===== config.mk =====
export PLATFORM = sky130hd
export DESIGN_NAME = servo_bus_packet_parser_flat
export DESIGN_NICKNAME = d
export VERILOG_FILES = /design/src/hdl/sbpp_pkg.sv /design/src/hdl/sbpp_byte_if.sv /design/src/hdl/sbpp_result_if.sv /design/src/hdl/sbpp_input_stage.sv /design/src/hdl/sbpp_parse_core.sv /design/src/hdl/sbpp_output_stage.sv /design/src/hdl/servo_bus_packet_parser.sv /design/src/flat_wrapper.sv
export SDC_FILE = /design/constraint.sdc
export NUM_CORES = 1
export LEC_CHECK = 0
export BUFFER_PORTS_ARGS = -buffer_cell sky130_fd_sc_hd__buf_4
export CORE_MARGIN = 2
export CORE_UTILIZATION = 30
export CTS_CLUSTER_DIAMETER = 40
export DETAILED_ROUTE_END_ITERATION = 7
export GPL_ROUTABILITY_DRIVEN = 0
export SLEW_MARGIN = 20
export SYNTH_ARGS = -nofsm -noshare
export SYNTH_HDL_FRONTEND = slang
export SYNTH_HIERARCHICAL = 1
export SYNTH_SLANG_ARGS = --single-unit

===== constraint.sdc =====
create_clock -name clk -period 4.5 [get_ports clk]
set_input_delay 0.225 -clock clk [delete_from_list [all_inputs] [get_ports clk]]
set_output_delay 0.225 -clock clk [all_outputs]
set_load 0.03 [all_outputs]

===== src/hdl/sbpp_pkg.sv =====
package sbpp_pkg;

  localparam int unsigned MAX_PARAMS = 128;

  localparam logic [7:0] SYNC_BYTE       = 8'hFF;
  localparam logic [7:0] BROADCAST_ID    = 8'hFE;
  localparam logic [7:0] SYNC_WRITE_INST = 8'h83;
  localparam logic [7:0] LEN_OVERHEAD    = 8'd2;
  localparam logic [7:0] MAX_PARAMS_B    = 8'(MAX_PARAMS);
  localparam logic [7:0] OWN_ID_RESET    = 8'd1;

  // Result kinds
  localparam logic [1:0] KIND_PARAM = 2'd0;
  localparam logic [1:0] KIND_GOOD  = 2'd1;
  localparam logic [1:0] KIND_BAD   = 2'd2;

  // Parser phases
  localparam logic [2:0] PH_IDLE  = 3'd0;
  localparam logic [2:0] PH_ID    = 3'd1;
  localparam logic [2:0] PH_LEN   = 3'd2;
  localparam logic [2:0] PH_INST  = 3'd3;
  localparam logic [2:0] PH_PARAM = 3'd4;
  localparam logic [2:0] PH_CSUM  = 3'd5;

  typedef struct packed {
    logic       fire;
    logic [7:0] data;
  } step_t;

  typedef struct packed {
    logic [1:0] kind;
    logic [7:0] packet_id;
    logic [7:0] instruction;
    logic [7:0] param_index;
    logic [7:0] param_byte;
    logic [7:0] param_total;
    logic       broadcast;
  } res_t;

endpackage


===== src/hdl/sbpp_byte_if.sv =====
interface sbpp_byte_if;
  logic       valid;
  logic       ready;
  logic [7:0] rx_byte;

  modport source (output valid, output rx_byte, input ready);
  modport sink   (input valid, input rx_byte, output ready);
endinterface


===== src/hdl/sbpp_result_if.sv =====
interface sbpp_result_if;
  logic       valid;
  logic       ready;
  logic [1:0] kind;
  logic [7:0] packet_id;
  logic [7:0] instruction;
  logic [7:0] param_index;
  logic [7:0] param_byte;
  logic [7:0] param_total;
  logic       broadcast;

  modport source (output valid, output kind, output packet_id, output instruction,
                  output param_index, output param_byte, output param_total,
                  output broadcast, input ready);
  modport sink   (input valid, input kind, input packet_id, input instruction,
                  input param_index, input param_byte, input param_total,
                  input broadcast, output ready);
endinterface


===== src/hdl/sbpp_input_stage.sv =====
module sbpp_input_stage (
  input  logic               clk,
  input  logic               rst,
  sbpp_byte_if.sink          rx,
  input  logic               out_free,
  output sbpp_pkg::step_t    step
);

  logic       held_valid;
  logic [7:0] held_byte;
  logic       advance;

  assign advance   = held_valid && out_free;
  assign rx.ready  = !held_valid || advance;
  assign step.fire = advance;
  assign step.data = held_byte;

  always_ff @(posedge clk) begin
    if (rst) begin
      held_valid <= 1'b0;
    end else if (rx.valid && rx.ready) begin
      held_valid <= 1'b1;
    end else if (advance) begin
      held_valid <= 1'b0;
    end
  end

  // load a new word whenever the slot is free or draining
  always_ff @(posedge clk) begin
    if (rx.valid && rx.ready) begin
      held_byte <= rx.rx_byte;
    end
  end

endmodule


===== src/hdl/sbpp_parse_core.sv =====
module sbpp_parse_core (
  input  logic               clk,
  input  logic               rst,
  input  logic               cfg_write,
  input  logic [7:0]         cfg_data,
  input  sbpp_pkg::step_t    step,
  output logic               res_valid,
  output sbpp_pkg::res_t     res
);

  logic [7:0] own_id;
  logic [7:0] older_byte, older_byte_next;
  logic [7:0] prev_byte, prev_byte_next;
  logic [2:0] phase, phase_next;
  logic [7:0] held_id, held_id_next;
  logic [7:0] held_instruction, held_instruction_next;
  logic [7:0] declared_params, declared_params_next;
  logic [7:0] params_seen, params_seen_next;
  logic [7:0] param_sum, param_sum_next;

  logic       sync;
  logic [2:0] ph;
  logic [7:0] b;
  logic [7:0] seen_inc;
  logic [7:0] total;

  assign b        = step.data;
  assign sync     = (older_byte == sbpp_pkg::SYNC_BYTE) && (prev_byte == sbpp_pkg::SYNC_BYTE);
  assign ph       = sync ? sbpp_pkg::PH_ID : phase;
  assign seen_inc = params_seen + 8'd1;
  assign total    = held_id + sbpp_pkg::LEN_OVERHEAD + held_instruction
                    + declared_params + param_sum;

  always_comb begin
    older_byte_next       = prev_byte;
    prev_byte_next        = b;
    phase_next            = ph;
    held_id_next          = held_id;
    held_instruction_next = held_instruction;
    declared_params_next  = declared_params;
    params_seen_next      = params_seen;
    param_sum_next        = param_sum;
    res_valid             = 1'b0;
    res.kind              = sbpp_pkg::KIND_PARAM;
    res.packet_id         = held_id;
    res.instruction       = held_instruction;
    res.param_index       = params_seen;
    res.param_byte        = 8'd0;
    res.param_total       = declared_params;
    res.broadcast         = (held_id == sbpp_pkg::BROADCAST_ID);
    unique case (ph)
      sbpp_pkg::PH_ID: begin
        if (b == own_id || b == sbpp_pkg::BROADCAST_ID) begin
          held_id_next = b;
          phase_next   = sbpp_pkg::PH_LEN;
        end else begin
          phase_next = sbpp_pkg::PH_IDLE;
        end
      end
      sbpp_pkg::PH_LEN: begin
        if (b < sbpp_pkg::LEN_OVERHEAD) begin
          phase_next = sbpp_pkg::PH_IDLE;
        end else begin
          declared_params_next = b - sbpp_pkg::LEN_OVERHEAD;
          phase_next           = sbpp_pkg::PH_INST;
        end
      end
      sbpp_pkg::PH_INST: begin
        held_instruction_next = b;
        if (b == sbpp_pkg::SYNC_WRITE_INST || declared_params <= sbpp_pkg::MAX_PARAMS_B) begin
          phase_next       = (declared_params == 8'd0) ? sbpp_pkg::PH_CSUM
                                                       : sbpp_pkg::PH_PARAM;
          params_seen_next = 8'd0;
          param_sum_next   = 8'd0;
        end else begin
          phase_next = sbpp_pkg::PH_IDLE;
        end
      end
      sbpp_pkg::PH_PARAM: begin
        res_valid        = 1'b1;
        res.param_byte   = b;
        param_sum_next   = param_sum + b;
        params_seen_next = seen_inc;
        if (seen_inc == declared_params) begin
          phase_next = sbpp_pkg::PH_CSUM;
        end
      end
      sbpp_pkg::PH_CSUM: begin
        res_valid  = 1'b1;
        res.kind   = (~total == b) ? sbpp_pkg::KIND_GOOD : sbpp_pkg::KIND_BAD;
        phase_next = sbpp_pkg::PH_IDLE;
      end
      default: begin
        phase_next = sbpp_pkg::PH_IDLE;
      end
    endcase
  end

  always_ff @(posedge clk) begin
    if (rst) begin
      own_id <= sbpp_pkg::OWN_ID_RESET;
    end else if (cfg_write) begin
      own_id <= cfg_data;
    end
  end

  always_ff @(posedge clk) begin
    if (rst) begin
      older_byte       <= 8'd0;
      prev_byte        <= 8'd0;
      phase            <= sbpp_pkg::PH_IDLE;
      held_id          <= 8'd0;
      held_instruction <= 8'd0;
      declared_params  <= 8'd0;
      params_seen      <= 8'd0;
      param_sum        <= 8'd0;
    end else if (step.fire) begin
      older_byte       <= older_byte_next;
      prev_byte        <= prev_byte_next;
      phase            <= phase_next;
      held_id          <= held_id_next;
      held_instruction <= held_instruction_next;
      declared_params  <= declared_params_next;
      params_seen      <= params_seen_next;
      param_sum        <= param_sum_next;
    end
  end

endmodule


===== src/hdl/sbpp_output_stage.sv =====
module sbpp_output_stage (
  input  logic               clk,
  input  logic               rst,
  input  logic               advance,
  input  logic               res_valid,
  input  sbpp_pkg::res_t     res,
  output logic               out_free,
  sbpp_result_if.source      result
);

  logic           out_valid;
  sbpp_pkg::res_t out_res;

  assign out_free = !out_valid || result.ready;

  always_ff @(posedge clk) begin
    if (rst) begin
      out_valid <= 1'b0;
    end else if (out_free) begin
      out_valid <= advance && res_valid;
    end
  end

  always_ff @(posedge clk) begin
    if (out_free && advance && res_valid) begin
      out_res <= res;
    end
  end

  assign result.valid       = out_valid;
  assign result.kind        = out_res.kind;
  assign result.packet_id   = out_res.packet_id;
  assign result.instruction = out_res.instruction;
  assign result.param_index = out_res.param_index;
  assign result.param_byte  = out_res.param_byte;
  assign result.param_total = out_res.param_total;
  assign result.broadcast   = out_res.broadcast;

endmodule


===== src/hdl/servo_bus_packet_parser.sv =====
// Servo bus packet parser.
// rx carries one received serial word per handshake (valid/ready, accepted when
// both are high). The parser follows FF FF ID LEN INST PARAM... CSUM frames aimed
// at own_id or broadcast FE, and on result emits one word per parameter byte
// (kind 0, with its index) and one end word per packet (kind 1 good checksum,
// kind 2 mismatch), none if LEN < 2 or if INST is not 83 and params exceed 128.
// Bytes that cause no result are simply absorbed. cfg_write/cfg_data set
// own_id; write it only while idle. A word accepted on rx waits in the input
// register and its result, if any, goes to the result register. Throughput:
// one word per cycle unless result stalls, via the combinational parse step.
// Reset (rst, synchronous): own_id returns to 1, parser goes idle with the
// byte history, counters and checksum cleared, both registers emptied.
// Receiver stall: the result register holds its word; the input register
// still takes one more word, then rx.ready drops until result is taken.
// A two-FF sequence resyncs the parser in any phase.
module servo_bus_packet_parser (
  input  logic           clk,
  input  logic           rst,
  input  logic           cfg_write,
  input  logic [7:0]     cfg_data,
  sbpp_byte_if.sink      rx,
  sbpp_result_if.source  result
);

  sbpp_pkg::step_t step;
  sbpp_pkg::res_t  res;
  logic            res_valid;
  logic            out_free;

  // hold each received word until the parse step can run
  sbpp_input_stage u_input (
    .clk      (clk),
    .rst      (rst),
    .rx       (rx),
    .out_free (out_free),
    .step     (step)
  );

  // advance the frame state by one word and form the result, if any
  sbpp_parse_core u_core (
    .clk       (clk),
    .rst       (rst),
    .cfg_write (cfg_write),
    .cfg_data  (cfg_data),
    .step      (step),
    .res_valid (res_valid),
    .res       (res)
  );

  // register the result; drop words with no result
  sbpp_output_stage u_output (
    .clk       (clk),
    .rst       (rst),
    .advance   (step.fire),
    .res_valid (res_valid),
    .res       (res),
    .out_free  (out_free),
    .result    (result)
  );

endmodule

===== src/flat_wrapper.sv =====
// flat-port wrapper written by rule: the top's interface ports become plain ports
module servo_bus_packet_parser_flat 
  (clk, rst, cfg_write, cfg_data, rx_valid, rx_rx_byte, rx_ready, result_valid, result_kind, result_packet_id, result_instruction, result_param_index, result_param_byte, result_param_total, result_broadcast, result_ready);
  sbpp_byte_if rx_i ();
  sbpp_result_if result_i ();
  input  logic clk;
  input  logic rst;
  input  logic cfg_write;
  input  logic [7:0] cfg_data;
  input wire logic [$bits(rx_i.valid)-1:0] rx_valid;
  input wire logic [$bits(rx_i.rx_byte)-1:0] rx_rx_byte;
  output wire logic [$bits(rx_i.ready)-1:0] rx_ready;
  output wire logic [$bits(result_i.valid)-1:0] result_valid;
  output wire logic [$bits(result_i.kind)-1:0] result_kind;
  output wire logic [$bits(result_i.packet_id)-1:0] result_packet_id;
  output wire logic [$bits(result_i.instruction)-1:0] result_instruction;
  output wire logic [$bits(result_i.param_index)-1:0] result_param_index;
  output wire logic [$bits(result_i.param_byte)-1:0] result_param_byte;
  output wire logic [$bits(result_i.param_total)-1:0] result_param_total;
  output wire logic [$bits(result_i.broadcast)-1:0] result_broadcast;
  input wire logic [$bits(result_i.ready)-1:0] result_ready;
  assign rx_i.valid = rx_valid;
  assign rx_i.rx_byte = rx_rx_byte;
  assign rx_ready = rx_i.ready;
  assign result_valid = result_i.valid;
  assign result_kind = result_i.kind;
  assign result_packet_id = result_i.packet_id;
  assign result_instruction = result_i.instruction;
  assign result_param_index = result_i.param_index;
  assign result_param_byte = result_i.param_byte;
  assign result_param_total = result_i.param_total;
  assign result_broadcast = result_i.broadcast;
  assign result_i.ready = result_ready;
  servo_bus_packet_parser u_core (.clk(clk), .rst(rst), .cfg_write(cfg_write), .cfg_data(cfg_data), .rx(rx_i), .result(result_i));
endmodule

==> results.yml, run 1 <==
drt:
  first_pass_iters: 4
  drc: 0
  ant_nets: 0
  drt_iter0_drc: 242
  drt_wl_total_um: 13500
  via_per_inst: 4.70
  vias: 4041
  avgRoutedWirePerCell_um: 15.7
clock_tree:
  cts_resized: 0
  htree_num_levels: 4
  cts.sinks: 120
  cts_tree: "yes"
  numCtsBuffers: 17
  root_buffer: "clkbuf_16"
  cts.clk_slew.worst_paths_ns: 0.06
  cts_buffer_depth: 2
  insertion_delay_ns: 0.42
synthesis:
  synthFlopType: "dfxtp_1"
  syn_nets: 572
  yosysSeqAreaShare_pct: 50.1
  synth-simple-area-share_pct: 14.1
  synth_top_family_by_area: "simple AND/OR/NAND/NOR gates"
  synth_top_area_share_pct: 26.3
  ys_types: 61
  synth.area.mux_share_pct: 7.22
  ys_ff_latch: 120
  ys_warn_count: 6
  synth_largest_area_cell: "edfxtp_1"
  synthArstFlopShare_pct: 0
  syn_area_um2: 5820
  synth_area_leaders: "edfxtp_1 (26%), dfxtp_1 (24%), mux2i_1 (7.2%)"
  synth_adder_area_share_pct: 8.82
  synthXorXnorAreaFrac_pct: 6.62
  netlist_top_cells_count: "dfxtp_1 (69), nor2_1 (69), edfxtp_1 (51)"
  syn_avg_cell_area_um2: 11.2
  synthCells: 519
  synth_edf_count: 51
  synth-compound-area-share_pct: 9.03
sta:
  skew_ns: 0.00985
  setup_violations: 0
  hold_viol: 0
  rsz0062_at_grt: "false"
  period_minus_slack_ns: 3.79
  relSlewSlack_pct: 38.2
  setup_tns_ns: 0
  tightest_slew_ns: 0.925
  timing.fmax_mhz: 264
  finalCritPeriodShare_pct: 84.3
  drv_slew: 0
global_routing:
  grt_busiest_layer: "met2"
  antenna_found_initial: 0
  globalRouteOverflowTotal: 0
  grtUsageMet1_pct: 17.4
  grt_pass1_wl_um: 21400
  grt_pass1_vias: 3967
  use_met3_pct: 3.96
  grt_max_degree: 57
  grtUsageMet2_pct: 22.1
  grt_use_total_pct: 14.0
cells_and_area:
  areaGrowthSynthToFinish_pct: 23.3
  final_layout_size_suffix_gt1_share_pct: 20.8
  layout.nets: 640
  fillCellCount: 1840
  fin_cells: 860
  num_antenna_cells: 0
critical_path:
  path_buf_inv: 3
  cpPeakStageDelay_ns: 0.55
  worstSetupEndpointType: "flop"
  crit_chain: "fa_1 -> inv_1 -> fa_1 -> inv_1 -> ha_1 -> inv_1 -> fa_1 -> xor2_1 -> a211oi_1 -> nand4_1 -> a2111oi_0 -> nand3_1 -> o21ba_2"
  critPathMaxFanout: 5
  crit_family: "adder cells"
  reg2reg_slack_ns: 0.71
  cp.required_ns: 4.68
  crit_slowest_cell: "fa_1"
  crit_arrival_ns: 3.97
  worstSetupPathType: "reg2reg"
  cp-start-kind: "flop"
placement:
  portBuffers: 65
  place_inst: 819
  hpwl_um: 9420
floorplan:
  ios: 66
  die_w_um: 143
  dieArea_um2: 20500
  die_y_um: 143
  core_um2: 18900
  row_count: 50
  start_util_pct: 30.8
power_and_ir_drop:
  leakagePower_uw: 0.00275
  irDropWorstVdd_v: 0.000238
  p_per_area_nw_per_um2: 365
status:
  status: "finished clean"
min_path:
  hold_path_class: "in2reg"
job:
  drv_cap: 0
cells in the final DEF, fill, tap and decap left out, drive strengths merged, types with 3 or more instances in the layout:
| cell | n |
|---|---|
| nand4 | 9 |
| clkbuf | 19 |
| nor2b | 4 |
| nand2b | 4 |
| nand2 | 19 |
| o31ai | 5 |
| edfxtp | 51 |
| xor2 | 24 |
| a21o | 5 |
| nor2 | 70 |
| dfxtp | 69 |
| ha | 17 |
| fa | 15 |
| nor4 | 7 |
| a211oi | 7 |
| clkinv | 6 |
| mux2i | 42 |
| inv | 27 |
| o21ai | 25 |
| a21oi | 15 |
| nand3b | 3 |
| nand3 | 7 |
| a22o | 3 |
| xnor2 | 20 |
| buf | 67 |
| nor3b | 5 |
| nor3 | 9 |
| and2 | 9 |
| dlygate4sd3 | 9 |
repair_timing:
action | in CTS | in global routing
hold buffers | 9 | 0
endpoints found under the hold margin | 9 | 0
buffers inserted | 0 | 0
cell type report:
| class | count | area, µm² | share of cell area [%] |
|---|---|---|---|
| clock buffer | 19 | 433 | 6.04 |
| tap | 260 | 325 | 4.54 |
| multi-input combinational | 348 | 2670 | 37.3 |
| timing repair buffer | 76 | 593 | 8.27 |
| inverter | 24 | 90.1 | 1.26 |
| clock inverter | 13 | 146 | 2.04 |
| sequential | 120 | 2910 | 40.6 |
worst reg2reg max path: cells and delay by family, from the launching register on:
family | cells | cell delay [ns]
AOI/OAI and AO/OA | 3 | 0.93
xor gates and xnor gates | 1 | 0.15
adders and majority gates | 4 | 1.64
buffers and inverters | 3 | 0.17
DFF | 1 | 0.37
and+or+nand+nor | 2 | 0.29
power breakdown:
| group | leakage (µW) | switching, µW | internal [µW] | total [µW] |
|---|---|---|---|---|
| combinational | 0.00150 | 53.2 | 52.7 | 106 |
| sequential | 0.000971 | 38.7 | 1150 | 1180 |
| clock | 0.000278 | 507 | 819 | 1330 |
| total | 0.00275 | 599 | 2020 | 2620 |
stage by stage:
step                area [µm²]  setup WS, ns  hold WS [ns]  total power (µW)  utilization (%)
finish                    7170         0.706        0.0382              2620             38.0
global route              7170         0.395        0.0311              2710             38.0
CTS                       7170         0.727        0.0217              2650             38.0
detailed placement        6500         0.741         0.405              1310             34.4
global placement          6500         0.884         0.406              1300             34.4
floorplan                 5820          1.08         0.287              1270                -
metal layers:
| metal | vias up | part of all wire (%) |
|---|---|---|
| li1 | 1962 | - |
| met5 | - | 0 |
| met3 | 27 | 5.0 |
| met1 | 1945 | 46 |
| met4 | 0 | 2.4 |
| met2 | 107 | 47 |
cells by family (layout without fill, tap and decap cells):
family	after synthesis	count (layout)
AO/OA/AOI/OAI	73	73
XOR/XNOR	44	44
adder cells (fa/ha/maj)	32	32
buffers and inverters	51	132
flip-flops	120	120
multiplexers	42	42
AND/OR/NAND/NOR	157	157
final timing paths:
check	startpoint	to	depth (start not counted)
setup / recovery	u_core/u_core/declared_params[0]$_SDFFE_PP0P_	u_core/u_output/result.kind[1]$_DFFE_PP_	13
hold / removal	cfg_data[7]	u_core/u_core/own_id[7]$_SDFFE_PP0P_	3
setup reg to reg	u_core/u_core/declared_params[0]$_SDFFE_PP0P_	u_core/u_output/result.kind[1]$_DFFE_PP_	13
hold reg to reg	u_core/u_core/held_instruction[1]$_SDFFE_PP0P_	u_core/u_output/result.instruction[1]$_DFFE_PP_	0
Note: power is estimated with default switching activity, not from simulation.
==> inputs of run 2 (changes only) <==
- ABC_AREA: unset -> 1
- clock period: 4.5 -> 3.7 ns (I/O delays scaled with it)
==> run 2 against run 1 <==
  * Fmax is 22% higher
  * Global-route usage up 0.58 points
  * Combinational power is 43% higher
  * Die area is 3.7% higher
  * Critical path depth is 4 higher
  * First-iteration DRC count grew 70%
==> results.yml, run 2 <==
cells_and_area:
  num_antenna_cells: 0
  final_layout_size_suffix_gt1_share_pct: 14.0
  regArea_um2: 2910
  multi_input_area_um2: 2670
  fillCellCount: 2005
  layout_commonest_cell: "nand2_1"
  layout.nets: 860
  areaGrowthSynthToFinish_pct: 24.1
  final_cell_mix: "nand2_1 (168), nor2_1 (93), inv_1 (90)"
power_and_ir_drop:
  p_clk_share_pct: 49.9
  p_sw_share_pct: 22.1
  leakagePower_uw: 0.00333
  irDropWorstVdd_v: 0.000315
  p_per_area_nw_per_um2: 425
  switchingPower_uw: 704
  internal-power_uw: 2480
  pwr-share-seq_pct: 45.3
  comb_power_share_pct: 4.8
clock_tree:
  htree_num_levels: 4
  cts.clk_slew.worst_paths_ns: 0.06
  insertion_delay_ns: 0.42
  cts_resized: 0
  cts-hold-fix-buffers: 16
  cts_tree: "yes"
  numCtsBuffers: 17
  cts_setup_buffers: 0
  cts_buffer_depth: 2
  root_buffer: "clkbuf_16"
  cts.sinks: 120
sta:
  drv_slew: 0
  relSlewSlack_pct: 51.5
  hold_viol: 0
  skew_ns: 0.00931
  finalWorstSetupSlack_ns: 0.578
  timing.fmax_mhz: 320
  finalCritPeriodShare_pct: 84.4
  setup_tns_ns: 0
  period_minus_slack_ns: 3.12
  setup_violations: 0
  tightest_slew_ns: 0.728
  rsz0062_at_grt: "false"
synthesis:
  ys_ff_latch: 120
  syn_area_um2: 6040
  synth_largest_area_cell: "edfxtp_1"
  synthXorXnorAreaFrac_pct: 3.04
  synth_area_leaders: "edfxtp_1 (25%), dfxtp_1 (23%), nand2_1 (10%)"
  yosysSeqAreaShare_pct: 48.2
  netlist_top_cells_count: "nand2_1 (168), nor2_1 (93), inv_1 (90)"
  synth_top_family_by_area: "simple AND/OR/NAND/NOR gates"
  synth-simple-area-share_pct: 23.9
  synth_edf_count: 51
  ys_warn_count: 6
  synth.area.mux_share_pct: 0
  synthCells: 727
  post-synth-top-count-cell: "nand2_1"
  syn_nets: 780
  ys_types: 34
  synth_top_area_share_pct: 25.4
  synthFlopType: "dfxtp_1"
  synth-compound-area-share_pct: 8.53
  syn_avg_cell_area_um2: 8.31
  synth_adder_area_share_pct: 8.49
  synthArstFlopShare_pct: 0
drt:
  first_pass_iters: 5
  via_per_inst: 4.60
  drt_wl_total_um: 15200
  drt_iter0_drc: 412
  vias: 4990
  drc: 0
  avgRoutedWirePerCell_um: 14.0
  ant_nets: 0
critical_path:
  cp.required_ns: 3.88
  critPathMaxFanout: 4
  timing.rr.start: "u_core/u_core/declared_params[0]$_SDFFE_PP0P_"
  r2r-end: "u_core/u_output/result.kind[1]$_DFFE_PP_"
  cp-start-kind: "flop"
  crit_arrival_ns: 3.31
  reg2reg_depth: 17
  reg2reg_slack_ns: 0.58
  worstSetupEndpointType: "flop"
  worstSetupPathType: "reg2reg"
global_routing:
  grt_pass1_wl_um: 24100
  grt_max_degree: 52
  grt_busiest_layer: "met2"
  globalRouteOverflowTotal: 0
  grtUsageMet1_pct: 20.3
  antenna_found_initial: 0
  grtUsageMet2_pct: 21.9
  use_met3_pct: 3.64
  grt_use_total_pct: 14.6
  grt_pass1_vias: 4584
floorplan:
  dieArea_um2: 21300
  row_count: 51
  core_um2: 19600
  die_y_um: 146
  die_w_um: 146
  start_util_pct: 30.8
  ios: 66
min_path:
  holdCritStartpoint: "rx_valid"
  hold_path_class: "in2reg"
  min_path_cells: 3
  holdPathEnd: "u_core/u_input/held_valid$_SDFFE_PP0P_"
placement:
  hpwl_um: 10500
  pre_cts_slack_ns: 0.582
  portBuffers: 65
status:
  status: "finished clean"
job:
  drv_cap: 0
[run 2: cell types whose count changed in the layout (fill, tap and decap cells not counted), sizes merged, moves of 9 or more]
cell / previous run / this run
nor2: 70 / 96
o21ai: 25 / 41
inv: 27 / 91
nand2: 19 / 172
and2: 9 / 0
a21oi: 15 / 51
nand3: 7 / 51
xor2: 24 / 10
xnor2: 20 / 11
mux2i: 42 / 0
[run 2: kinds of logic after synthesis]
family          Yosys count
xor+xnor                 21
compound gates           97
fa+ha+maj                32
buf+inv                 115
flops                   120
simple gates            342
[run 2: worst max-delay path by stage]
| stage | startpoint | end | cells past startpoint |
|---|---|---|---|
| floorplan | u_core/u_core/older_byte_next[1]$_SDFFE_PP0P_ | u_core/u_output/result.broadcast$_DFFE_PP_ | 9 |
| global placement | u_core/u_core/declared_params[0]$_SDFFE_PP0P_ | u_core/u_output/result.kind[1]$_DFFE_PP_ | 17 |
| detailed placement | u_core/u_core/declared_params[0]$_SDFFE_PP0P_ | u_core/u_output/result.kind[1]$_DFFE_PP_ | 17 |
| CTS | u_core/u_core/declared_params[0]$_SDFFE_PP0P_ | u_core/u_output/result.kind[1]$_DFFE_PP_ | 17 |
| global route | u_core/u_core/declared_params[0]$_SDFFE_PP0P_ | u_core/u_output/result.kind[1]$_DFFE_PP_ | 17 |
| finish | u_core/u_core/declared_params[0]$_SDFFE_PP0P_ | u_core/u_output/result.kind[1]$_DFFE_PP_ | 17 |
[run 2: cell type report]
type,instances,area share [%]
flip-flops and latches,120,38.9
multi-input cells,492,35.6
repair buffers,85,9.05
clock buffers,22,6.19
inverters,91,4.56
well taps,265,4.42
clock inverters,10,1.37
[run 2: metal layers]
| layer | vias to the layer above | routed length (µm) |
|---|---|---|
| li1 | 2506 | - |
| met1 | 2321 | 7510 |
| met2 | 143 | 6640 |
| met3 | 20 | 760 |
| met4 | 0 | 248 |
| met5 | - | 0 |
[run 2: power groups by stage]
stage / clock network, µW / logic (µW) / registers, µW
final: 1590 / 152 / 1440
after global routing: 1690 / 169 / 1440
after floorplan: 0 / 109 / 1440
after CTS: 1630 / 151 / 1440
after detailed placement: 0 / 137 / 1470
after global placement: 0 / 136 / 1470
[run 2: per-stage QoR]
stage	std cells	cell area, µm²	utilization (%)	total power, µW	hold WS (ns)
floorplan	727	6040	-	1550	0.247
global placement	1037	6770	34.6	1600	0.365
detailed placement	1037	6770	34.6	1610	0.364
CTS	1085	7500	38.3	3220	0.0102
global route	1085	7500	38.3	3300	0.0428
finish	1085	7500	38.3	3180	0.0343
[run 2: worst max-delay path, stage by stage (launching register included)]
cell,delay [ns]
dfxtp_1,0.36
fa_1,0.55
inv_1,0.05
fa_1,0.42
inv_1,0.06
ha_1,0.18
inv_1,0.06
fa_1,0.40
inv_1,0.09
nand3_1,0.12
nand3_1,0.11
nand2_1,0.06
nand3_1,0.06
nand2_1,0.05
nor2_1,0.10
nand3_1,0.11
nand2_1,0.08
inv_1,0.03
==> inputs of run 3 (changes only) <==
- ABC_AREA: 1 -> 0
- clock period: 3.7 -> 2.8 ns (I/O delays scaled with it)
==> run 3 against run 2 <==
  * The flow now finishes with violations (setup timing)
  * Core utilization is 2.2 points higher
  * Clock power is 33% higher
  * Critical path depth decreased by 4
  * Design area grew 2.0%
  * Fmax is 8.5% lower
  * Largest cell class unchanged
==> results.yml, run 3 (synthesis gave the netlist of run 1 again) <==
floorplan:
  core_um2: 18900
  dieArea_um2: 20500
  start_util_pct: 30.8
  row_count: 50
  die_w_um: 143
  die_y_um: 143
  ios: 66
critical_path:
  critPathMaxFanout: 2
  cp-start-kind: "flop"
  cpPeakStageDelay_ns: 0.54
  crit_slowest_cell: "fa_1"
  cp.required_ns: 2.98
  worstSetupPathType: "reg2reg"
  timing.rr.start: "u_core/u_core/declared_params[0]$_SDFFE_PP0P_"
  crit_chain: "fa_1 -> inv_1 -> fa_1 -> inv_1 -> ha_2 -> inv_2 -> fa_2 -> xor2_1 -> a211oi_1 -> nand4_1 -> a2111oi_2 -> nand3_1 -> o21ba_2"
  crit_arrival_ns: 3.59
  reg2reg_slack_ns: -0.61
  worstSetupEndpointType: "flop"
  reg2reg_depth: 13
  r2r-end: "u_core/u_output/result.kind[1]$_DFFE_PP_"
drt:
  drt_iter0_drc: 208
  vias: 4276
  drt_wl_total_um: 14100
  ant_nets: 0
  via_per_inst: 4.68
  drc: 0
  avgRoutedWirePerCell_um: 15.5
  first_pass_iters: 4
clock_tree:
  cts_tree: "yes"
  cts.clk_slew.worst_paths_ns: 0.06
  cts.sinks: 120
  cts_buffer_depth: 2
  htree_num_levels: 4
  numCtsBuffers: 17
  root_buffer: "clkbuf_16"
  insertion_delay_ns: 0.42
sta:
  tightest_slew_ns: 0.635
  timing.fmax_mhz: 293
  hold_viol: 0
  finalCritPeriodShare_pct: 122
  finalWorstSetupSlack_ns: -0.613
  period_minus_slack_ns: 3.41
  rsz0062_at_grt: "true"
  skew_ns: 0.0108
  relSlewSlack_pct: 57.7
  drv_slew: 0
  setup_violations: 2
  hold_ws_ns: 0.0493
min_path:
  holdPathEnd: "u_core/u_core/own_id[0]$_SDFFE_PP1P_"
  holdCritStartpoint: "cfg_write"
  min_path_cells: 2
  hold_path_class: "in2reg"
global_routing:
  antenna_found_initial: 0
  globalRouteOverflowTotal: 0
  grt_pass1_wl_um: 22800
  grt_max_degree: 57
  grt_pass1_vias: 4370
  grt_busiest_layer: "met2"
  use_met3_pct: 4.26
  grtUsageMet2_pct: 24.2
  grt_use_total_pct: 14.7
  grtUsageMet1_pct: 18.0
cells_and_area:
  layout.nets: 693
  final_layout_size_suffix_gt1_share_pct: 27.6
  fin_cells: 913
  final_cell_mix: "buf_4 (110), nor2_1 (69), dfxtp_1 (68)"
  num_antenna_cells: 0
  layout_commonest_cell: "buf_4"
  fillCellCount: 1835
  areaGrowthSynthToFinish_pct: 31.4
power_and_ir_drop:
  irDropWorstVdd_v: 0.000380
  leakagePower_uw: 0.00302
  p_per_area_nw_per_um2: 551
placement:
  hpwl_um: 10300
  place_inst: 862
  portBuffers: 65
status:
  status: "complete, but fails checks"
  violations: "setup timing"
job:
  drv_cap: 0
[run 3: changes by cell type in the layout (fill, tap and decap cells not counted), moves of 9 or more]
cell / previous run / this run
buf_4: 69 / 110
o21ai_0: 41 / 17
xor2_1: 10 / 24
nor2_1: 93 / 69
a21oi_1: 45 / 13
nand2_1: 168 / 18
mux2i_1: 0 / 42
inv_1: 90 / 23
xnor2_1: 11 / 20
nand3_1: 49 / 7
[run 3: per-layer routing]
layer	vias up	routed length, µm
li1	2069	-
met1	2079	6210
met2	103	6920
met3	25	663
met4	0	317
met5	-	0
[run 3: final cells by class]
type                            count  area [µm²]  area share [%]
Sequential cell                   120        2910            38.1
Tap cell                          260         325            4.25
Inverter                           24        90.1            1.18
Multi-Input combinational cell    348        2710            35.5
Clock inverter                     15         153            2.00
Clock buffer                       17         425            5.56
Timing Repair Buffer              129        1030            13.4
[run 3: how the worst max path moves through the flow]
stage	startpoint	endpoint	slack (ns)	cells past startpoint
after floorplan	u_core/u_core/declared_params[0]$_SDFFE_PP0P_	u_core/u_output/result.kind[1]$_DFFE_PP_	-0.44	13
after global placement	u_core/u_core/declared_params[0]$_SDFFE_PP0P_	u_core/u_output/result.kind[1]$_DFFE_PP_	-0.54	13
after detailed placement	u_core/u_core/declared_params[0]$_SDFFE_PP0P_	u_core/u_output/result.kind[1]$_DFFE_PP_	-0.59	13
after CTS	u_core/u_core/declared_params[0]$_SDFFE_PP0P_	u_core/u_output/result.kind[1]$_DFFE_PP_	-0.60	13
after global routing	u_core/u_core/declared_params[0]$_SDFFE_PP0P_	u_core/u_output/result.kind[1]$_DFFE_PP_	-0.71	13
final	u_core/u_core/declared_params[0]$_SDFFE_PP0P_	u_core/u_output/result.kind[1]$_DFFE_PP_	-0.61	13
[run 3: where the power goes]
| group | internal (µW) | total, µW | switching, µW |
|---|---|---|---|
| Clock | 1310 | 2120 | 811 |
| Combinational | 104 | 219 | 115 |
| Sequential | 1840 | 1880 | 39.0 |
| Total | 3250 | 4220 | 965 |
[run 3: critical path: cells and delay by family (launching register included)]
kind / cells / cell delay, ns
adder cells (fa/ha/maj): 4 / 1.61
AO/OA/AOI/OAI: 3 / 0.66
flip-flops: 1 / 0.33
AND/OR/NAND/NOR: 2 / 0.28
buffers and inverters: 3 / 0.15
XOR/XNOR: 1 / 0.15
[run 3: stage by stage]
stage	TNS, ns	setup WS [ns]	total power [µW]	utilization (%)	area, µm²
after floorplan	-0.713	-0.445	2040	-	5850
after global placement	-0.924	-0.540	2110	36.4	6870
after detailed placement	-1.04	-0.587	2120	36.4	6870
after CTS	-1.14	-0.597	4270	40.4	7640
after global routing	-1.40	-0.707	4360	40.5	7650
final	-1.17	-0.613	4220	40.5	7650
[run 3: repair_timing]
action,4_1_cts,5_1_grt
endpoints found under the setup margin,2,2
pin swaps,0,2
gates resized for setup,1,1
hold buffers,18,0
setup buffers,1,0
endpoints found under the hold margin,18,0
